### src/design/assert_macros.svh
// assertion macros shared by the demand distribution design
// no dependencies; the bodies are empty when SYNTHESIS is defined
`ifndef ASSERT_MACROS_SVH
`define ASSERT_MACROS_SVH
`ifndef SYNTHESIS
// checked property with a synchronous reset that disables it
`define TDDP_ASSERT(label, clk, rst, prop, msg) \
   label: assert property (@(posedge clk) disable iff (rst) prop) else $error(msg);
// checked property that holds through reset as well
`define TDDP_ASSERT_NR(label, clk, prop, msg) \
   label: assert property (@(posedge clk) prop) else $error(msg);
`else
`define TDDP_ASSERT(label, clk, rst, prop, msg)
`define TDDP_ASSERT_NR(label, clk, prop, msg)
`endif
`endif

### src/design/tddp_pkg.sv
// types, codes and fixed-point helpers of the demand distribution block
// no dependencies
package tddp_pkg;

   localparam int MODE_W  = 2;
   localparam int LEVEL_W = 5;
   localparam int PROB_W  = 17;
   localparam int TOTAL_W = 11;
   localparam int DIST_W  = 32;
   localparam int TERM_W  = 33;
   localparam int ACC_W   = 38;

   localparam logic [MODE_W-1:0] MODE_START = 2'd0;
   localparam logic [MODE_W-1:0] MODE_LOAD  = 2'd1;
   localparam logic [MODE_W-1:0] MODE_ADD   = 2'd2;
   localparam logic [MODE_W-1:0] MODE_QUERY = 2'd3;

   localparam logic [PROB_W-1:0] ONE_Q16 = 17'h10000;
   localparam logic [DIST_W-1:0] ONE_Q31 = 32'h8000_0000;

   typedef struct packed {
      logic [MODE_W-1:0]  mode;
      logic [LEVEL_W-1:0] demand_level;
      logic [PROB_W-1:0]  level_prob;
      logic [PROB_W-1:0]  presence_prob;
      logic [TOTAL_W-1:0] total_demand;
   } req_type;

   typedef struct packed {
      logic [DIST_W-1:0] probability;
      logic              route_full;
   } rsp_type;

   // control of the distribution store
   typedef struct packed {
      logic clear;
      logic rd_en;
      logic rd_zero;
   } dist_cmd_type;

   // markers travelling with one term through the multiply-accumulate pipe
   typedef struct packed {
      logic valid;
      logic first;
      logic last;
   } term_tag_type;

   function automatic logic [PROB_W-1:0] sat_q16(input logic [PROB_W-1:0] v);
      return (v > ONE_Q16) ? ONE_Q16 : v;
   endfunction

   function automatic logic [DIST_W-1:0] sat_q31(input logic [ACC_W-1:0] v);
      return (v > ACC_W'(ONE_Q31)) ? ONE_Q31 : v[DIST_W-1:0];
   endfunction

endpackage

### src/design/tddp_mac.sv
// three-stage multiply-accumulate pipe of the fold: weight, product, sum and write back
// uses tddp_pkg; operands from the two stores arrive in the cycle after issue
module tddp_mac #(
   parameter int ADDR_W = 11
) (
   input  logic                        clock,
   input  logic                        reset,
   input  tddp_pkg::term_tag_type      issue_tag,
   input  logic [ADDR_W-1:0]           issue_addr,
   input  logic [tddp_pkg::PROB_W-1:0] presence,
   input  logic [tddp_pkg::PROB_W-1:0] absent,
   input  logic [tddp_pkg::PROB_W-1:0] pmf_q,
   input  logic [tddp_pkg::DIST_W-1:0] dist_q,
   output logic                        busy,
   output logic                        wr_en,
   output logic [ADDR_W-1:0]           wr_addr,
   output logic [tddp_pkg::DIST_W-1:0] wr_data
);

   localparam int WP_W = 2 * tddp_pkg::PROB_W;
   localparam int PR_W = 2 * tddp_pkg::DIST_W;

   tddp_pkg::term_tag_type a_tag_ff;
   tddp_pkg::term_tag_type b_tag_ff;
   tddp_pkg::term_tag_type c_tag_ff;
   logic [ADDR_W-1:0]           a_addr_ff;
   logic [ADDR_W-1:0]           b_addr_ff;
   logic [ADDR_W-1:0]           c_addr_ff;
   logic [tddp_pkg::DIST_W-1:0] b_coef_ff;
   logic [tddp_pkg::DIST_W-1:0] b_old_ff;
   logic [tddp_pkg::TERM_W-1:0] c_term_ff;
   logic [tddp_pkg::ACC_W-1:0]  acc_ff;

   logic [WP_W-1:0]             weight_full;
   logic [tddp_pkg::DIST_W-1:0] coef_in;
   logic [PR_W-1:0]             product;
   logic [tddp_pkg::TERM_W-1:0] term_in;
   logic [tddp_pkg::ACC_W-1:0]  acc_in;

   // present weight is p * pmf >> 1 in Q1.31, absent weight stays Q1.16
   assign weight_full = WP_W'(presence) * WP_W'(pmf_q);
   assign coef_in     = a_tag_ff.first ? tddp_pkg::DIST_W'(absent)
                                       : weight_full[tddp_pkg::DIST_W:1];

   assign product = PR_W'(b_coef_ff) * PR_W'(b_old_ff);
   assign term_in = b_tag_ff.first ? product[48:16] : product[63:31];

   assign acc_in = c_tag_ff.first ? tddp_pkg::ACC_W'(c_term_ff)
                                  : acc_ff + tddp_pkg::ACC_W'(c_term_ff);

   always_ff @(posedge clock) begin
      if (reset) begin
         a_tag_ff <= '0;
         b_tag_ff <= '0;
         c_tag_ff <= '0;
      end else begin
         a_tag_ff <= issue_tag;
         b_tag_ff <= a_tag_ff;
         c_tag_ff <= b_tag_ff;
      end
   end

   always_ff @(posedge clock) begin
      a_addr_ff <= issue_addr;
      b_addr_ff <= a_addr_ff;
      c_addr_ff <= b_addr_ff;
      b_coef_ff <= coef_in;
      b_old_ff  <= dist_q;
      c_term_ff <= term_in;
      if (c_tag_ff.valid) begin
         acc_ff <= acc_in;
      end
   end

   assign busy    = a_tag_ff.valid || b_tag_ff.valid || c_tag_ff.valid;
   assign wr_en   = c_tag_ff.valid && c_tag_ff.last;
   assign wr_addr = c_addr_ff;
   assign wr_data = tddp_pkg::sat_q31(acc_in);

endmodule

### config.mk
export PLATFORM = sky130hd
export DESIGN_NAME = tddp_mac
export DESIGN_NICKNAME = d
export VERILOG_FILES = /design/src/design/assert_macros.svh /design/src/design/tddp_pkg.sv /design/src/design/tddp_mac.sv
export SDC_FILE = /design/constraint.sdc
export NUM_CORES = 2
export LEC_CHECK = 0
export ABC_AREA = 1
export BUFFER_PORTS_ARGS = -buffer_cell sky130_fd_sc_hd__buf_2
export CAP_MARGIN = 20
export CORE_MARGIN = 2
export CORE_UTILIZATION = 47
export DETAILED_ROUTE_END_ITERATION = 16
export GPL_TIMING_DRIVEN = 0
export MAX_ROUTING_LAYER = met4
export PLACE_DENSITY_LB_ADDON = 0.25
export SYNTH_ARGS = -nofsm -noshare
export SYNTH_HDL_FRONTEND = slang
export SYNTH_SLANG_ARGS = --single-unit
### constraint.sdc
create_clock -name clock -period 7 [get_ports clock]
set_input_delay 1.05 -clock clock [delete_from_list [all_inputs] [get_ports clock]]
set_output_delay 1.05 -clock clock [all_outputs]
set_load 0.02 [all_outputs]
== Yosys cells after proc, flatten, opt, wreduce, memory -nomap -nowiden ==
Cells that the tools add are included.

* $add $sub $neg: 1
* $mul: 2
* $lt $le $gt $ge: 1
* Muxes and demuxes: 4
* Reduce and logical (&&, ||, !) cells: 3

{| class="wikitable"
|+ Operators with widths
! operator !! count
|-
| 32-bit by 32-bit multiplier with 64-bit output || 1
|-
| 38-bit by 33-bit adder with 38-bit output || 1
|-
| 38-bit by 32-bit > comparator with 1-bit output, second input constant || 1
|-
| 38-bit 2-to-1 mux || 1
|-
| 17-bit by 17-bit multiplier with 33-bit output || 1
|-
| 33-bit 2-to-1 mux || 1
|-
| 32-bit 2-to-1 mux || 1
|-
| 17-bit 2-to-1 mux || 1
|-
| 1-bit logical OR || 2
|-
| 1-bit logical AND || 1
|}

* Register bits: 177
* Input bits: 99

== Depth between registers and ports, before layout ==
* Depth in word-level cells: 4
* Gate-level depth with buffers: 32
* Depth with buffers taken out: 31

== Worst setup path after synthesis ==
No wires, ideal clock.

* Kind: register to register
* From: register b_old_ff[6] (netlist bit)
* To: register c_term_ff[31] (netlist bit)
* Arrival: 6.386 ns
* Required time: 6.886 ns
* Path slack: 0.501 ns
* Cell stages (with the launch flop): 31
* Period minus slack after synthesis: 6.499 ns
* Cell sequence: dfxtp_1 > clkbuf_1 > nand2_1 > inv_1 > fa_1 > fa_1 > fa_1 > inv_1 > fa_1 > inv_1 > fa_1 > inv_1 > fa_1 > inv_1 > fa_1 > fa_1 > ha_1 > nand2_1 > nor2_1 > inv_1 > nor2_1 > and3_1 > nand2_1 > inv_1 > nor2_1 > o21ai_0 > nand3_1 > nand2_1 > nand2_1 > nand3_1 > nand2_1

* Longest elaborated chain between the ends: 2

{| class="wikitable"
|+ RTL lines
! what !! RTL line !! text
|-
| from (decl) || tddp_mac.sv:30 || <nowiki>logic [tddp_pkg::DIST_W-1:0] b_old_ff;</nowiki>
|-
| from (signal assigned) || tddp_mac.sv:68 || <nowiki>b_old_ff <= dist_q;</nowiki>
|-
| 32-bit by 32-bit multiplier with 64-bit output || tddp_mac.sv:45 || <nowiki>assign product = PR_W'(b_coef_ff) * PR_W'(b_old_ff);</nowiki>
|-
| 33-bit 2-to-1 mux || tddp_mac.sv:46 || <nowiki>assign term_in = b_tag_ff.first ? product[48:16] : product[63:31];</nowiki>
|-
| net term_in, one bit || tddp_mac.sv:37 || <nowiki>logic [tddp_pkg::TERM_W-1:0] term_in;</nowiki>
|-
| to (signal assigned) || tddp_mac.sv:69 || <nowiki>c_term_ff <= term_in;</nowiki>
|-
| to (decl) || tddp_mac.sv:31 || <nowiki>logic [tddp_pkg::TERM_W-1:0] c_term_ff;</nowiki>
|}

The timed path passes the listed nets, and every way through them passes these cells.
A chain may end at the register's enable or synchronous reset.

== Worst setup path in the final report ==
* From: register b_old_ff[20] (netlist bit)
* To: register c_term_ff[13] (netlist bit)

The elaborated chain is that of the path after synthesis.

==> PnR_summary.wiki <==
{| class="wikitable"
! Metric !! Value
|-
| CTS tree || built
|-
| Critical path data required time || 7.40 ns
|-
| Later-pin clock latency in the skew report || 0.55 ns
|-
| Number of ports placed on the die boundary || 144
|-
| Number of endpoints with negative hold slack in the final report || 0
|-
| Clock skew after layout || 0.01761 ns
|-
| Final setup violating endpoints || 4
|-
| Post-route cell area || 0.05932 mm²
|-
| Worst Hold Class || flop to flop
|-
| Die ar. || 0.1143 mm²
|-
| Number of antenna violations at the first check in global routing || 2
|-
| Slew at the pin with the worst max-slew slack || 0.8405 ns
|-
| Post-layout worst setup margin || -0.1217 ns
|-
| Buffer depth of the longest clock path || 2
|-
| Number of DRC violations after detailed-routing iteration 0 || 3828
|-
| Total wirelength of the detailed-routed design || 187.2 mm
|-
| Part of the Yosys area used for sequential elements || 7.478%
|-
| Post-synth EDFFs || 38
|-
| Startpoint-to-endpoint class of the critical path || flop to flop
|-
| Fill cell instance count of the final layout || 10610
|-
| Routed len/inst || 21.72 µm
|-
| Area of the multi-input gates || 0.04065 mm²
|-
| H-tree depth || 4
|-
| Root buf cell || sky130_fd_sc_hd__clkbuf_16
|-
| Run status || complete, but fails checks
|-
| Max-capacitance violation count || 0
|-
| Area of the placeable core || 0.1107 mm²
|-
| Pin count of the biggest net entering global routing || 32
|-
| Setup repair after global routing missed its margin || yes
|-
| Setup crit start kind || flop
|-
| DRT Pass-1 Iters || 6
|-
| Max Slew Vio Count || 0
|-
| Wire length of the first global-routing pass || 282.1 mm
|-
| Fraction of final layout cells with drive strength greater than 1 || 11.67%
|-
| Netlist cell types || 55
|-
| Post-Route Setup TNS || -0.2211 ns
|-
| Remaining Overflow, GRT || 0
|-
| Cell count after synthesis || 6915
|-
| Maximum clock frequency || 140.4 MHz
|-
| Max-Slew Margin vs Limit || 43.97%
|-
| Sequential cell area in the final layout || 0.004131 mm²
|-
| Placement row count || 122
|-
| Clock transition at the registers of the reported paths || 0.08 ns
|-
| Global placement routability congestion || 1.044
|-
| Hold bufs inserted after CTS || 0
|-
| Number of port buffers || 108
|-
| Via count normalized by instance count || 5.160
|-
| Violations in the final reports || setup timing
|-
| Critical Path Sink Type || flop
|-
| Register bit count reported by yosys || 177
|-
| Worst EP arrival || 7.52 ns
|-
| Antenna-violating nets left || 0
|-
| Total track usage || 34.31%
|-
| Mean post-synth cell area || 7.588 µm²
|-
| Final worst path period share || 101.7%
|-
| Remaining design rule violation count || 0
|-
| Number of clock buffers inserted by TritonCTS || 17
|-
| Die Ht || 338.1 µm
|-
| Dpl hpwl || 157.7 mm
|-
| Starting utilization of the core area || 47.42%
|-
| Async set-or-reset flop fraction in the synthesized netlist || 0%
|-
| Post-DP Area || 0.05493 mm²
|-
| Routed vias || 44470
|-
| Total of warnings raised by yosys || 0
|-
| Number of global-route vias before repair || 46160
|-
| Sink Count || 177
|-
| Area growth from synthesis to layout || 13.04%
|-
| Predominant post-synthesis flop cell || sky130_fd_sc_hd__dfxtp_1
|-
| Width of the chip || 338.1 µm
|-
| Combined area of all synthesized cells || 0.05247 mm²
|-
| Post-layout nets || 8731
|-
| Post-route minimum period || 7.122 ns
|-
| Mapped Nets || 8530
|-
| Maximum fanout encountered on the critical timing path || 10
|}
-- synthesized netlist by cell type (23+ instances only) --
master | n | area (µm²)
sky130_fd_sc_hd__a21oi_1 | 180 | 900.9
sky130_fd_sc_hd__clkbuf_1 | 272 | 1021
sky130_fd_sc_hd__dfxtp_1 | 139 | 2783
sky130_fd_sc_hd__edfxtp_1 | 38 | 1141
sky130_fd_sc_hd__fa_1 | 1119 | 22400
sky130_fd_sc_hd__ha_1 | 397 | 4967
sky130_fd_sc_hd__inv_1 | 2114 | 7935
sky130_fd_sc_hd__nand2_1 | 1884 | 7072
sky130_fd_sc_hd__nand3_1 | 130 | 650.6
sky130_fd_sc_hd__nor2_1 | 236 | 885.9
sky130_fd_sc_hd__o21ai_0 | 108 | 540.5
sky130_fd_sc_hd__xnor2_1 | 23 | 201.4
-- repair_timing --
action	in CTS	in global routing
gates resized for setup	663	463
setup buffers	15	55
cloned	0	2
hold endpoints to repair	0	0
setup endpoints to repair	36	40
pin swaps	22	93
-- path summary, 6_finish.rpt --
kind / startpoint / cells after the start / slack (ns) / to
worst max register to register: b_old_ff[20] / 25 / -0.12 / c_term_ff[13]
worst max-delay path: b_old_ff[20] / 25 / -0.12 / c_term_ff[13]
worst min-delay path: a_addr_ff[6] / 0 / 0.32 / b_addr_ff[6]
worst min register to register: a_addr_ff[6] / 0 / 0.32 / b_addr_ff[6]
-- per-stage QoR --
step / util [%] / setup WS (ns) / hold WS, ns / instances
after global placement: 49.59 / -1.517 / 0.3095 / 8511
after CTS: 52.10 / -0.04316 / 0.3186 / 8561
after floorplan: - / 0.5006 / 0.3096 / 6915
final: 53.60 / -0.1217 / 0.3165 / 8619
after detailed placement: 49.63 / -1.444 / 0.3121 / 8514
after global routing: 53.60 / -0.1856 / 0.3328 / 8619
-- per-layer routing --
layer / track usage (%) / share of wire, % / vias up
met3: 6.486 / 9.3 / 524
li1: - / - / 19940
met4: 19.15 / 6.8 / 0
met2: 53.23 / 45 / 2188
met5: - / 0 / -
met1: 42.22 / 39 / 21820
-- state kept, by name, indices dropped and copies added, names as in the netlist --
register   cells
a_addr_ff     11
b_addr_ff     11
acc_ff        38
b_tag_ff       3
c_tag_ff       3
b_old_ff      32
b_coef_ff     32
wr_addr       11
a_tag_ff       3
c_term_ff     33
-- kinds of logic (layout without fill, tap and decap cells) --
family          count (synthesis)  after routing  synth area share [%]
xor+xnor                       42             42                0.7010
other cells                     0              2                     0
flops                         177            177                 7.478
buf+inv                      2411           2625                 17.33
compound gates                378            378                 3.999
simple gates                 2391           2391                 18.34
fa+ha+maj                    1516           1516                 52.16
-- cells in the final DEF (no fill, tap or decap), types with 13 or more instances in the layout --
cell type                      n
sky130_fd_sc_hd__clkbuf_4     24
sky130_fd_sc_hd__edfxtp_1     38
sky130_fd_sc_hd__nand2_1    1851
sky130_fd_sc_hd__fa_1       1086
sky130_fd_sc_hd__or2_2        13
sky130_fd_sc_hd__o21a_1       16
sky130_fd_sc_hd__nor2_1      200
sky130_fd_sc_hd__nand2_2      41
sky130_fd_sc_hd__nand3_1     121
sky130_fd_sc_hd__inv_1      2095
sky130_fd_sc_hd__nand4_1      15
sky130_fd_sc_hd__o21ai_2      14
sky130_fd_sc_hd__buf_2       122
sky130_fd_sc_hd__dfxtp_4      52
sky130_fd_sc_hd__inv_2        28
sky130_fd_sc_hd__buf_12       19
sky130_fd_sc_hd__buf_6        21
sky130_fd_sc_hd__ha_1        367
sky130_fd_sc_hd__nand3b_1     19
sky130_fd_sc_hd__xor2_1       16
sky130_fd_sc_hd__o21ai_1      26
sky130_fd_sc_hd__dfxtp_1      77
sky130_fd_sc_hd__ha_4         19
sky130_fd_sc_hd__clkbuf_8     51
sky130_fd_sc_hd__a21oi_1     138
sky130_fd_sc_hd__xnor2_1      18
sky130_fd_sc_hd__clkbuf_16    34
sky130_fd_sc_hd__buf_8        39
sky130_fd_sc_hd__o21ai_0      74
sky130_fd_sc_hd__clkbuf_2     35
sky130_fd_sc_hd__buf_4        80
sky130_fd_sc_hd__a21oi_4      15
sky130_fd_sc_hd__nor2_4       34
sky130_fd_sc_hd__a31oi_1      16
sky130_fd_sc_hd__a21oi_2      29
sky130_fd_sc_hd__fa_2         33
sky130_fd_sc_hd__nor2_2       41
sky130_fd_sc_hd__clkbuf_1     58
-- cell type report --
cell class	count	share of cell area [%]
sequential	177	6.965
tap	1488	3.139
buffer	283	4.786
antenna	2	0.008437
clock buffer	20	0.8079
inverter	2127	13.46
timing repair buffer	183	2.078
multi-input combinational	4327	68.53
clock inverter	12	0.2257
-- critical path, stage by stage (launching register included) --
cell	delay, ns
sky130_fd_sc_hd__dfxtp_4	0.40
sky130_fd_sc_hd__buf_8	0.17
sky130_fd_sc_hd__nand2_1	0.06
sky130_fd_sc_hd__inv_1	0.05
sky130_fd_sc_hd__fa_1	0.53
sky130_fd_sc_hd__inv_1	0.06
sky130_fd_sc_hd__fa_2	0.63
sky130_fd_sc_hd__inv_1	0.09
sky130_fd_sc_hd__fa_1	0.59
sky130_fd_sc_hd__fa_2	0.45
sky130_fd_sc_hd__fa_1	0.53
sky130_fd_sc_hd__fa_2	0.47
sky130_fd_sc_hd__fa_1	0.49
sky130_fd_sc_hd__inv_1	0.05
sky130_fd_sc_hd__fa_1	0.58
sky130_fd_sc_hd__inv_2	0.08
sky130_fd_sc_hd__ha_4	0.28
sky130_fd_sc_hd__a21oi_4	0.16
sky130_fd_sc_hd__o21ai_1	0.15
sky130_fd_sc_hd__a21oi_2	0.20
sky130_fd_sc_hd__o211a_1	0.23
sky130_fd_sc_hd__nand3_4	0.14
sky130_fd_sc_hd__buf_4	0.16
sky130_fd_sc_hd__or2_4	0.22
sky130_fd_sc_hd__nand3_1	0.07
sky130_fd_sc_hd__o21ai_0	0.10
Power is not shown: default switching activity piles up to over one toggle a cycle in this logic, so the estimate is an artifact.
