### config.mk
export PLATFORM = sky130hd
export DESIGN_NAME = tddp_pmf_store
export DESIGN_NICKNAME = d
export VERILOG_FILES = /design/src/design/assert_macros.svh /design/src/design/tddp_pkg.sv /design/src/design/tddp_pmf_store.sv
export SDC_FILE = /design/constraint.sdc
export NUM_CORES = 1
export LEC_CHECK = 0
export ABC_CLOCK_PERIOD_IN_PS = 2100
export BUFFER_PORTS_ARGS = -buffer_cell sky130_fd_sc_hd__buf_2
export CAP_MARGIN = 10
export CORE_ASPECT_RATIO = 2
export CORE_MARGIN = 2
export CORE_UTILIZATION = 50
export CTS_BUF_LIST = sky130_fd_sc_hd__clkbuf_8 sky130_fd_sc_hd__clkbuf_16
export DETAILED_ROUTE_END_ITERATION = 12
export PLACE_DENSITY = 0.72
export RECOVER_POWER = 25
export SLEW_MARGIN = 10
export SYNTH_ARGS = -nofsm -noshare
export SYNTH_HDL_FRONTEND = slang
export SYNTH_SLANG_ARGS = --single-unit
### constraint.sdc
create_clock -name clock -period 2.1 [get_ports clock]
set_input_delay 0.42 -clock clock [delete_from_list [all_inputs] [get_ports clock]]
set_output_delay 0.42 -clock clock [all_outputs]
set_load 0.05 [all_outputs]
### src/design/assert_macros.svh
// assertion macros shared by the demand distribution design
// no dependencies; the bodies are empty when SYNTHESIS is defined
`ifndef ASSERT_MACROS_SVH
`define ASSERT_MACROS_SVH
`ifndef SYNTHESIS
// checked property with a synchronous reset that disables it
`define TDDP_ASSERT(label, clk, rst, prop, msg) \
   label: assert property (@(posedge clk) disable iff (rst) prop) else $error(msg);
// checked property that holds through reset as well
`define TDDP_ASSERT_NR(label, clk, prop, msg) \
   label: assert property (@(posedge clk) prop) else $error(msg);
`else
`define TDDP_ASSERT(label, clk, rst, prop, msg)
`define TDDP_ASSERT_NR(label, clk, prop, msg)
`endif
`endif

### src/design/tddp_pkg.sv
// types, codes and fixed-point helpers of the demand distribution block
// no dependencies
package tddp_pkg;

   localparam int MODE_W  = 2;
   localparam int LEVEL_W = 5;
   localparam int PROB_W  = 17;
   localparam int TOTAL_W = 11;
   localparam int DIST_W  = 32;
   localparam int TERM_W  = 33;
   localparam int ACC_W   = 38;

   localparam logic [MODE_W-1:0] MODE_START = 2'd0;
   localparam logic [MODE_W-1:0] MODE_LOAD  = 2'd1;
   localparam logic [MODE_W-1:0] MODE_ADD   = 2'd2;
   localparam logic [MODE_W-1:0] MODE_QUERY = 2'd3;

   localparam logic [PROB_W-1:0] ONE_Q16 = 17'h10000;
   localparam logic [DIST_W-1:0] ONE_Q31 = 32'h8000_0000;

   typedef struct packed {
      logic [MODE_W-1:0]  mode;
      logic [LEVEL_W-1:0] demand_level;
      logic [PROB_W-1:0]  level_prob;
      logic [PROB_W-1:0]  presence_prob;
      logic [TOTAL_W-1:0] total_demand;
   } req_type;

   typedef struct packed {
      logic [DIST_W-1:0] probability;
      logic              route_full;
   } rsp_type;

   // control of the distribution store
   typedef struct packed {
      logic clear;
      logic rd_en;
      logic rd_zero;
   } dist_cmd_type;

   // markers travelling with one term through the multiply-accumulate pipe
   typedef struct packed {
      logic valid;
      logic first;
      logic last;
   } term_tag_type;

   function automatic logic [PROB_W-1:0] sat_q16(input logic [PROB_W-1:0] v);
      return (v > ONE_Q16) ? ONE_Q16 : v;
   endfunction

   function automatic logic [DIST_W-1:0] sat_q31(input logic [ACC_W-1:0] v);
      return (v > ACC_W'(ONE_Q31)) ? ONE_Q31 : v[DIST_W-1:0];
   endfunction

endpackage

### src/design/tddp_pmf_store.sv
// demand level probabilities: small memory with a valid bit per entry
// uses tddp_pkg; an entry never loaded since reset reads as zero
module tddp_pmf_store #(
   parameter int DEPTH = 20
) (
   input  logic                                     clock,
   input  logic                                     reset,
   input  logic                                     wr_en,
   input  logic [(DEPTH > 1 ? $clog2(DEPTH) : 1)-1:0] wr_index,
   input  logic [tddp_pkg::PROB_W-1:0]              wr_data,
   input  logic [(DEPTH > 1 ? $clog2(DEPTH) : 1)-1:0] rd_index,
   output logic [tddp_pkg::PROB_W-1:0]              rd_data
);

   logic [tddp_pkg::PROB_W-1:0] mem [DEPTH];
   logic [DEPTH-1:0]            valid_ff;
   logic [tddp_pkg::PROB_W-1:0] mem_q_ff;
   logic                        valid_q_ff;

   always_ff @(posedge clock) begin
      if (wr_en) begin
         mem[wr_index] <= wr_data;
      end
      mem_q_ff <= mem[rd_index];
   end

   always_ff @(posedge clock) begin
      if (reset) begin
         valid_ff   <= '0;
         valid_q_ff <= 1'b0;
      end else begin
         if (wr_en) begin
            valid_ff[wr_index] <= 1'b1;
         end
         valid_q_ff <= valid_ff[rd_index];
      end
   end

   assign rd_data = valid_q_ff ? mem_q_ff : '0;

endmodule

Word level (Yosys, flattened, before mapping)
Memory sizes are Yosys's and may differ from the RTL's. A register that Yosys moved wholly into a read port is not among the register bits.
Cells that the tools add are included.
- logic and storage cells: 15
- memory bits (writable): 340
- bits of input ports: 30
- memories: 1
- bits in latches: 0
- bits in registers: 21
- memory bits (read-only): 0
- output and inout port bits: 17
- bitwise operators: 1
- order comparisons: 3
- divide/modulo/power cells: 0
- reduce and logical (&&, ||, !) cells: 1
- mux-type cells: 7
- $mul: 0
- eq/ne operators: 0
- add/subtract/negate cells: 0
- shift-type cells: 0
- memories (memory ; depth ; width ; rd ports ; clocked after memory_dff ; wr ports ; RTL line ; text):
    mem ; 20 ; 17 ; 1 ; 1 ; 1 ; tddp_pmf_store.sv:15 ; logic [tddp_pkg::PROB_W-1:0] mem [DEPTH];
- operators with widths (cell ; number):
    $or A20 B20 Y20 ; 1
    $mux W17 ; 1
    $lt A5 B6 Y1 const B ; 2
    $bmux W1 S5 ; 1
    $demux W1 S5 ; 1
    $ge A5 B1 Y1 const B ; 1
    $mux W1 ; 4
    $logic_and A1 B1 Y1 ; 1

Longest topological paths before layout
Gate-level depths: netlist of the first run.
- depth after elaboration: 5
- mapped depth: 8
- gate-level depth less buffers: 4

Least setup slack after synthesis of the first run
OpenSTA, ideal clock, no wires.
- path type: input -> register
- start point: input port wr_index[0] (netlist name)
- end point: memory mem[12][0] (netlist name), enable pin
- library setup time: 0.392 ns
- stages: 2
- required time: 1.708 ns
- setup slack: -0.029 ns
- path buffers: 0
- data arrival time: 1.737 ns
- cell sequence: or3b_2 nor2_1
- RTL lines (item ; RTL line ; text):
    start, declared ; tddp_pmf_store.sv:9 ; input logic [(DEPTH > 1 ? $clog2(DEPTH) : 1)-1:0] wr_index,
    end, declared ; tddp_pmf_store.sv:15 ;
No word-level cell before the write port.

Worst setup path in the final report of the first run
- start point: register valid_q_ff
- end point: output port rd_data[11] (netlist name)
- longest elaborated chain between the ends: 1
- RTL lines (item ; RTL line ; text):
    start, declared ; tddp_pmf_store.sv:18 ; logic valid_q_ff;
    start signal, assigned ; tddp_pmf_store.sv:35 ; valid_q_ff <= valid_ff[rd_index];
    $mux W17 ; tddp_pmf_store.sv:39 ; assign rd_data = valid_q_ff ? mem_q_ff : '0;
    end, declared ; tddp_pmf_store.sv:12 ; output logic [tddp_pkg::PROB_W-1:0] rd_data
No other way between the ends.

==> run_results.csv, run 1 <==
group,metric,value,unit
run_status,status,"finished, final reports clean",
setup_path,critPathSlowestCell,"dfxtp_1",
global_route,track_usage,22.4,%
clock_network,root_buffer,"clkbuf_16",
pwr,power_density,887,nW/um^2
setup_path,crit_chain,"buf_4, and2_2, buf_4",
cells_and_area,area_delta_synth_final,15.4,%
flow_run,drv_cap,0,
sta,rsz0062_at_grt,"no",
synth,synth_adder_area_share,0,%
detailed_routing,drtIter0Drc,636,
clock_network,cts_hold_buffers,0,
pwr,static-leakage-power,5.55,nW
global_route,grt_max_degree,38,
detailed_routing,routed_wl,33900,um
cells_and_area,regArea,11000,sq um
floorplanning,fp-row-count,88,
sta,final-hold-violation-count,0,
setup_path,max_stage_delay,340,ps
global_route,antenna_found_initial,1,
detailed_routing,postRouteAntennaNets,0,
setup_path,crit_top_cell,"buf_4",
synth,synth_cell_type_count,35,
pwr,peakVddDrop,616,uV
clock_network,clk_path_buf_depth,3,
synth,syn_inst,759,
cells_and_area,final_cells,1237,
floorplanning,io_pins,47,
placement,dp_hpwl,20700,um
floorplanning,dieArea,30500,sq um
floorplanning,start_util,50.5,%
cells_and_area,fillCellCount,2051,
synth,ys.warnings.count,0,
sta,tightest_slew,852,ps
clock_network,cts.sinks,378,
floorplanning,die_w,124,um
placement,io_buffers,46,
cells_and_area,diodes,0,
synth,ys_seq_area_share,75.6,%
setup_path,crit_fanout,16,
sta,fin_skew,8.59,ps
setup_path,cp.required,1680,ps
placement,place_ws,-37.4,ps
setup_path,critPathArrivalTime,1610,ps
sta,setup_viol,0,
detailed_routing,wl_per_cell,27.4,um
clock_network,cts_made_buffers,29,
floorplanning,coreArea,28700,sq um
sta,layout_setup_ws,70.6,ps
sta,slew_violations,0,
synth,synth-compound-area-share,3.80,%
placement,dp_cells,1184,
synth,syn_nets,789,
detailed_routing,routed-via-count,7396,
global_route,overflow,0,
setup_path,path_class,"reg2out",
cells_and_area,fin_nets,885,
cells_and_area,drive_gt1_share,27.8,%
synth,synth_top_family_by_area,"multiplexers",
sta,hold_ws,275,ps
setup_path,endpoint_kind,"output port",
setup_path,cp-start-kind,"flip-flop",
synth,synth_xor_area_share,0,%
sta,setup_tns,0,ps
synth,synth.avg_cell_area,19.1,sq um
clock_network,cts_max_level,1,
cells_and_area,multi_input_area,3300,sq um
clock_network,path_clk_slew,70,ps
sta,fin_crit,2030,ps
synth,yosys.area_share.simple,5.57,%
detailed_routing,drcViolationCount,0,
detailed_routing,vias_per_cell,5.98,
synth,netlist_area,14500,sq um
detailed_routing,firstDrtPassIters,5,
floorplanning,die_h,245,um
hold_path,hp-class,"in2reg",
synth,synth_seq_cells,378,
global_route,grt_pass1_wl,49700,um
clock_network,cts_tree,"yes",
placement,gp_congestion,0.781,
setup_path,critical_path.top_delay_family,"buffers and inverters",
sta,slew_headroom,43.2,%
sta,post-route-period-util,96.6,%
global_route,grt_pass1_vias,7903,
cells_and_area,final_util,58.3,%
clock_network,clock_latency,560,ps
setup_path,crit_buf_inv,2,
synth,synthMuxAreaShare,13.0,%
sta,fmax,0.493,GHz
## worst reg2reg max path, stage by stage, from the launching register on
cell and delay [ps]:
edfxtp_1 360, mux4_2 470, and3_1 190, a21oi_1 270, a41oi_2 210
## cell families after synthesis
group / after synthesis
DFF: 378
and+or+nand+nor: 157
buffers and inverters: 42
muxes: 108
AOI/OAI and AO/OA: 74
## layout make-up
cell class | count | share of cell area, %
Clock buffer | 33 | 4.66
Timing Repair Buffer | 107 | 6.12
Multi-Input combinational cell | 339 | 19.7
Tap cell | 360 | 2.69
Clock inverter | 20 | 1.33
Sequential cell | 378 | 65.5
## power by group
group / internal (mW) / switching [mW]
sequential: 8.30 / 0.0450
combinational: 0.320 / 0.449
clock: 3.27 / 2.46
## final timing paths
kind / slack, ps / depth (start not counted) / start / endpoint
setup / recovery: 70 / 3 / valid_q_ff$_SDFF_PP0_ / rd_data[11]
hold / removal: 280 / 2 / reset / valid_ff[7]$_SDFFE_PP0P_
setup reg to reg: 460 / 4 / mem[15][2]$_DFFE_PP_ / mem_q_ff[2]$_DFF_P_
hold reg to reg: 470 / 2 / valid_ff[12]$_SDFFE_PP0P_ / valid_ff[12]$_SDFFE_PP0P_
## through the flow
stage	total power, mW	area (sq um)
global placement	9.28	15800
CTS	15.0	16800
global route	15.2	16700
detailed placement	9.29	15800
floorplan	8.94	14500
finish	14.8	16700
## state kept, by name, summed over array words and instances (netlist names)
register and cells:
valid_ff 20, mem 340, mem_q_ff 17, valid_q_ff 1
## repair_timing
action	CTS	global route
endpoints found under the setup margin	1	0
setup buffers	0	0
gates resized for setup	2	0
hold endpoints to repair	0	0
## layer usage
metal	up-vias	GRT usage [%]	wire, um
met3	77	2.72	1860
met2	301	41.5	18800
met5	-	0	0
met1	3806	25.7	11700
met4	0	10.7	1530
li1	3212	-	-
## synthesized netlist by cell type, drive strengths merged
| library cell | number | area share, % |
|---|---|---|
| a2111oi | 1 | 0.10 |
| a21oi | 28 | 0.97 |
| a22oi | 3 | 0.16 |
| a31oi | 5 | 0.22 |
| a41oi | 12 | 1.2 |
| and2 | 17 | 0.73 |
| and3 | 13 | 0.56 |
| and4 | 1 | 0.060 |
| buf | 25 | 1.6 |
| clkbuf | 17 | 0.44 |
| dfxtp | 38 | 5.2 |
| edfxtp | 340 | 70 |
| mux2 | 3 | 0.23 |
| mux2i | 41 | 2.8 |
| mux4 | 64 | 9.9 |
| nand2 | 14 | 0.36 |
| nand3 | 18 | 0.62 |
| nand3b | 3 | 0.16 |
| nand4b | 1 | 0.060 |
| nor2 | 63 | 1.6 |
| nor2b | 18 | 0.78 |
| nor3b | 1 | 0.052 |
| nor4 | 1 | 0.15 |
| o21ai | 13 | 0.45 |
| o22a | 12 | 0.72 |
| or3 | 1 | 0.043 |
| or3b | 5 | 0.32 |
| or4 | 1 | 0.052 |
## cell usage in the layout (no fill, tap or decap), drive strengths merged
master / synthesis / layout
edfxtp: 340 / 340
buf: 25 / 97
mux4: 64 / 64
nor2: 63 / 63
clkbuf: 17 / 43
mux2i: 41 / 41
dfxtp: 38 / 38
a21oi: 28 / 28
nor2b: 18 / 18
nand3: 18 / 18
and2: 17 / 17
nand2: 14 / 14
and3: 13 / 13
o21ai: 13 / 13
o22a: 12 / 12
a41oi: 12 / 12
inv: 0 / 7
clkinv: 0 / 7
a31oi: 5 / 5
bufinv: 0 / 5
or3b: 5 / 5
mux2: 3 / 3
a22oi: 3 / 3
nand3b: 3 / 3
nor4: 1 / 1
nor3b: 1 / 1
and4: 1 / 1
a2111oi: 1 / 1
or3: 1 / 1
nand4b: 1 / 1
or4: 1 / 1
clkinvlp: 0 / 1
Power figures use the tool's default switching activity.
==> run 2: changes to the inputs <==
Settings changed: BUFFER_PORTS_ARGS -buffer_cell sky130_fd_sc_hd__buf_2 to -buffer_cell sky130_fd_sc_hd__buf_4.
==> run_results.csv, run 2 (synthesis gave the netlist of run 1 again) <==
group,metric,value,unit
run_status,status,"finished, final reports clean",
clock_network,cts_max_level,1,
pwr,clockPowerShare,38.6,%
setup_path,reg2reg_from,"mem[10][3]$_DFFE_PP_",
clock_network,root_buffer,"clkbuf_16",
setup_path,crit_fanout,13,
floorplanning,die_h,245,um
pwr,internal_power,11.8,mW
setup_path,crit_buf_inv,2,
setup_path,r2r_cells,4,
detailed_routing,routed_wl,33300,um
setup_path,path_class,"reg2out",
hold_path,hp-start,"reset",
hold_path,hp-class,"in2reg",
floorplanning,io_pins,47,
setup_path,crit_chain,"buf_6, and2_1, buf_4",
cells_and_area,diodes,0,
cells_and_area,top_register,"mem",
global_route,grt_pass1_vias,7788,
clock_network,cts_tree,"yes",
sta,slew_violations,0,
pwr,p_sw,3.06,mW
hold_path,min_path_cells,2,
setup_path,critPathArrivalTime,1630,ps
sta,final-hold-violation-count,0,
floorplanning,coreArea,28700,sq um
floorplanning,start_util,50.5,%
detailed_routing,vias_per_cell,6.06,
cells_and_area,fin_area,16700,sq um
detailed_routing,drcViolationCount,0,
detailed_routing,routed-via-count,7466,
floorplanning,fp-row-count,88,
sta,tightest_slew,877,ps
detailed_routing,drtIter0Drc,611,
global_route,antenna_found_initial,0,
detailed_routing,firstDrtPassIters,5,
setup_path,reg2reg_to,"mem_q_ff[3]$_DFF_P_",
placement,gp_congestion,0.786,
pwr,static-leakage-power,5.51,nW
placement,place_area,15800,sq um
sta,slew_headroom,41.5,%
sta,rsz0062_at_grt,"no",
global_route,grt_pass1_wl,49300,um
cells_and_area,area_delta_synth_final,15.3,%
cells_and_area,final_cell_mix,"edfxtp_1 (340), mux4_2 (64), buf_4 (63), nor2_1 (43), mux2i_1 (41)",
global_route,grt_max_degree,38,
clock_network,cts_hold_buffers,0,
sta,post-route-period-util,97.7,%
sta,fmax,0.488,GHz
pwr,power_density,886,nW/um^2
setup_path,critical_path.top_delay_family,"flip-flops",
pwr,peakVddDrop,694,uV
clock_network,path_clk_slew,70,ps
global_route,overflow,0,
pwr,sequentialPowerShare,56.3,%
placement,io_buffers,46,
cells_and_area,drive_gt1_share,27.8,%
floorplanning,dieArea,30500,sq um
pwr,p_sw_share,20.6,%
placement,dp_hpwl,20000,um
detailed_routing,postRouteAntennaNets,0,
floorplanning,die_w,124,um
clock_network,clk_path_buf_depth,3,
setup_path,regToRegSetupSlack,540,ps
hold_path,whs_endpoint,"valid_ff[2]$_SDFFE_PP0P_",
setup_path,cp.required,1680,ps
flow_run,drv_cap,0,
sta,setup_viol,0,
cells_and_area,fin_nets,879,
setup_path,critPathSlowestCell,"dfxtp_1",
global_route,track_usage,22.0,%
sta,fin_crit,2050,ps
cells_and_area,mostFrequentLayoutCell,"edfxtp_1",
sta,hold_ws,179,ps
cells_and_area,largest_reg_flops,340,
sta,fin_skew,12.7,ps
cells_and_area,top_regs,"mem x340, valid_ff x20, mem_q_ff x17",
pwr,pwr-share-comb,5.1,%
cells_and_area,final_cells,1232,
clock_network,clock_latency,570,ps
setup_path,max_stage_delay,480,ps
clock_network,cts_made_buffers,29,
placement,dp_cells,1178,
detailed_routing,wl_per_cell,27.0,um
setup_path,cp-start-kind,"flip-flop",
setup_path,endpoint_kind,"output port",
clock_network,cts.sinks,378,
run 2: cell types whose count changed in the layout (fill, tap and decap cells not counted), moves of 2 or more:
cell | previous run | this run
clkinv_1 | 3 | 0
buf_4 | 36 | 63
buf_12 | 27 | 23
inv_1 | 7 | 3
clkbuf_8 | 4 | 6
clkinv_2 | 2 | 6
inv_4 | 0 | 2
clkbuf_1 | 10 | 13
bufinv_16 | 5 | 2
buf_2 | 33 | 0
clkbuf_16 | 29 | 31
run 2: worst max path at each step:
stage / to / cells after the start / slack [ps] / start
after floorplan: mem[12][0]$_DFFE_PP_ / 2 / -30 / wr_index[0]
after global placement: mem_q_ff[4]$_DFF_P_ / 6 / 90 / rd_index[0]
after detailed placement: mem_q_ff[4]$_DFF_P_ / 6 / 60 / rd_index[0]
after CTS: rd_data[3] / 3 / 10 / valid_q_ff$_SDFF_PP0_
after global routing: rd_data[12] / 3 / 20 / valid_q_ff$_SDFF_PP0_
final: rd_data[8] / 3 / 50 / valid_q_ff$_SDFF_PP0_
run 2: area by class of cell:
class | count | area (sq um)
Clock buffer | 37 | 858
Timing Repair Buffer | 101 | 1000
Clock inverter | 17 | 148
Fill cell | 2069 | 12000
Tap cell | 360 | 450
Multi-Input combinational cell | 339 | 3300
Sequential cell | 378 | 11000
run 2: power groups by stage:
stage / Sequential (mW) / Clock (mW) / Combinational [mW]
3_5_place_dp: 8.52 / 0 / 0.777
5_1_grt: 8.35 / 6.05 / 0.812
6_report: 8.35 / 5.72 / 0.759
3_3_place_gp: 8.51 / 0 / 0.762
2_1_floorplan: 8.49 / 0 / 0.451
4_1_cts: 8.35 / 5.78 / 0.780
run 2: metrics by stage:
step | setup TNS, ps | setup slack [ps] | utilization (%) | power [mW]
global placement | 0 | 89.0 | 54.9 | 9.27
global route | 0 | 17.9 | 58.2 | 15.2
detailed placement | 0 | 58.1 | 54.9 | 9.29
finish | 0 | 49.0 | 58.2 | 14.8
CTS | 0 | 14.5 | 58.4 | 14.9
floorplan | -4860 | -28.9 | - | 8.94
run 2: routing by layer:
| metal | track usage, % | routed length, um |
|---|---|---|
| met5 | 0 | 0 |
| met4 | 9.22 | 1360 |
| met3 | 2.46 | 1960 |
| met2 | 40.6 | 18300 |
| met1 | 26.0 | 11600 |
run 2: what timing repair did:
item,CTS,global route
buffers inserted,0,0
setup endpoints to repair,0,13
resized for setup,0,1
endpoints found under the hold margin,0,0
==> run 3: changes to the inputs <==
Settings changed: SETUP_SLACK_MARGIN from default to 0.05.
==> run_results.csv, run 3 (synthesis gave the netlist of run 1 again) <==
group,metric,value,unit
run_status,status,"finished, final reports clean",
clock_network,cts.sinks,378,
pwr,power_density,886,nW/um^2
detailed_routing,drtIter0Drc,646,
clock_network,clock_latency,570,ps
detailed_routing,wl_per_cell,27.0,um
setup_path,cp.required,1680,ps
detailed_routing,vias_per_cell,6.07,
global_route,antenna_found_initial,0,
cells_and_area,area_delta_synth_final,15.3,%
sta,fmax,0.514,GHz
setup_path,path_class,"reg2out",
global_route,track_usage,22.0,%
floorplanning,die_w,124,um
clock_network,root_buffer,"clkbuf_16",
cells_and_area,fin_nets,879,
clock_network,cts_made_buffers,29,
flow_run,drv_cap,0,
floorplanning,fp-row-count,88,
detailed_routing,met3_wirelength,1660,um
cells_and_area,top_register,"mem",
floorplanning,dieArea,30500,sq um
sta,fin_crit,1940,ps
setup_path,crit_fanout,13,
clock_network,path_clk_slew,70,ps
global_route,grt_pass1_wl,49300,um
sta,fin_skew,11.4,ps
setup_path,reg2reg_from,"mem[10][3]$_DFFE_PP_",
sta,final-hold-violation-count,0,
global_route,grt_pass1_vias,7783,
setup_path,startpoint,"valid_q_ff$_SDFF_PP0_",
hold_path,hp-start,"reset",
floorplanning,coreArea,28700,sq um
clock_network,cts_setup_buffers,0,
sta,setup_viol,0,
detailed_routing,met1_length,11900,um
sta,slew_headroom,43.2,%
sta,setup_tns,0,ps
hold_path,hp-class,"in2reg",
setup_path,regToRegSetupSlack,540,ps
placement,io_buffers,46,
sta,rsz0062_at_grt,"no",
setup_path,cp-start-kind,"flip-flop",
setup_path,reg2reg_to,"mem_q_ff[3]$_DFF_P_",
detailed_routing,top_layer,"met4",
cells_and_area,largest_reg_flops,340,
detailed_routing,met2_length,18400,um
pwr,peakVddDrop,694,uV
floorplanning,io_pins,47,
global_route,grt_max_degree,38,
placement,dp_hpwl,20000,um
cells_and_area,regArea,11000,sq um
detailed_routing,firstDrtPassIters,5,
global_route,overflow,0,
cells_and_area,diodes,0,
setup_path,critPathArrivalTime,1520,ps
setup_path,r2r_cells,4,
placement,gp_congestion,0.786,
setup_path,setup.worst_path.end,"rd_data[6]",
cells_and_area,final_cell_mix,"edfxtp_1 (340), mux4_2 (64), buf_4 (63), nor2_1 (43), mux2i_1 (41)",
detailed_routing,routed-via-count,7477,
pwr,static-leakage-power,5.51,nW
cells_and_area,mostFrequentLayoutCell,"edfxtp_1",
setup_path,endpoint_kind,"output port",
clock_network,cts_tree,"yes",
detailed_routing,postRouteAntennaNets,0,
cells_and_area,multi_input_area,3300,sq um
clock_network,clk_path_buf_depth,3,
cells_and_area,drive_gt1_share,27.9,%
floorplanning,die_h,245,um
detailed_routing,routed_wl,33300,um
cells_and_area,top_regs,"mem x340, valid_ff x20, mem_q_ff x17",
sta,tightest_slew,853,ps
detailed_routing,drcViolationCount,0,
clock_network,cts_max_level,1,
sta,slew_violations,0,
floorplanning,start_util,50.5,%
cells_and_area,fillCellCount,2069,
pwr,power,14.8,mW
sta,post-route-period-util,92.6,%
run 3: cell counts in the layout (fill, tap and decap cells not counted):
Identical to the previous run, type by type.
run 3: how the worst min path moves through the flow:
stage | end | depth (start not counted) | slack (ps)
6_report | valid_ff[2]$_SDFFE_PP0P_ | 2 | 180
5_1_grt | valid_ff[5]$_SDFFE_PP0P_ | 2 | 180
4_1_cts | valid_ff[14]$_SDFFE_PP0P_ | 2 | 160
3_5_place_dp | valid_ff[19]$_SDFFE_PP0P_ | 2 | 460
3_3_place_gp | valid_ff[5]$_SDFFE_PP0P_ | 2 | 440
2_1_floorplan | valid_ff[12]$_SDFFE_PP0P_ | 2 | 430
run 3: final cells by class:
cell class | instances | area share, %
Clock buffer | 37 | 5.13
Clock inverter | 17 | 0.883
Multi-Input combinational cell | 339 | 19.7
Sequential cell | 378 | 65.6
Tap cell | 360 | 2.69
Timing Repair Buffer | 101 | 6.01
run 3: critical path: stages, from the launching register on:
cell,delay (ps)
dfxtp_2,400
buf_6,190
and2_1,150
buf_4,200
run 3: metrics by stage:
step	setup WS [ps]	instance area [sq um]	cells	hold WS [ps]	utilization, %
global placement	89.0	15800	1178	444	54.9
floorplan	-28.9	14500	759	435	-
finish	156	16700	1232	183	58.2
detailed placement	58.1	15800	1178	459	54.9
global route	109	16700	1232	180	58.2
CTS	55.9	16800	1232	160	58.4
run 3: what timing repair did:
| action | 4_1_cts | 5_1_grt |
|---|---|---|
| setup endpoints to repair | 13 | 12 |
| hold endpoints to repair | 0 | 0 |
| gates resized for setup | 1 | 1 |
| hold buffers | 0 | 0 |
run 3: layer usage:
metal  GRT usage, %  vias up
met1           25.9     3931
met2           40.7      270
met5              0        -
met4           9.25        0
met3           2.46       69
li1               -     3207
run 3: report_power, final:
| part | switching [mW] | leakage, nW | internal, mW | total (mW) |
|---|---|---|---|---|
| combinational | 0.446 | 1.62 | 0.313 | 0.759 |
| clock | 2.57 | 0.515 | 3.15 | 5.71 |
| sequential | 0.0435 | 3.38 | 8.30 | 8.35 |
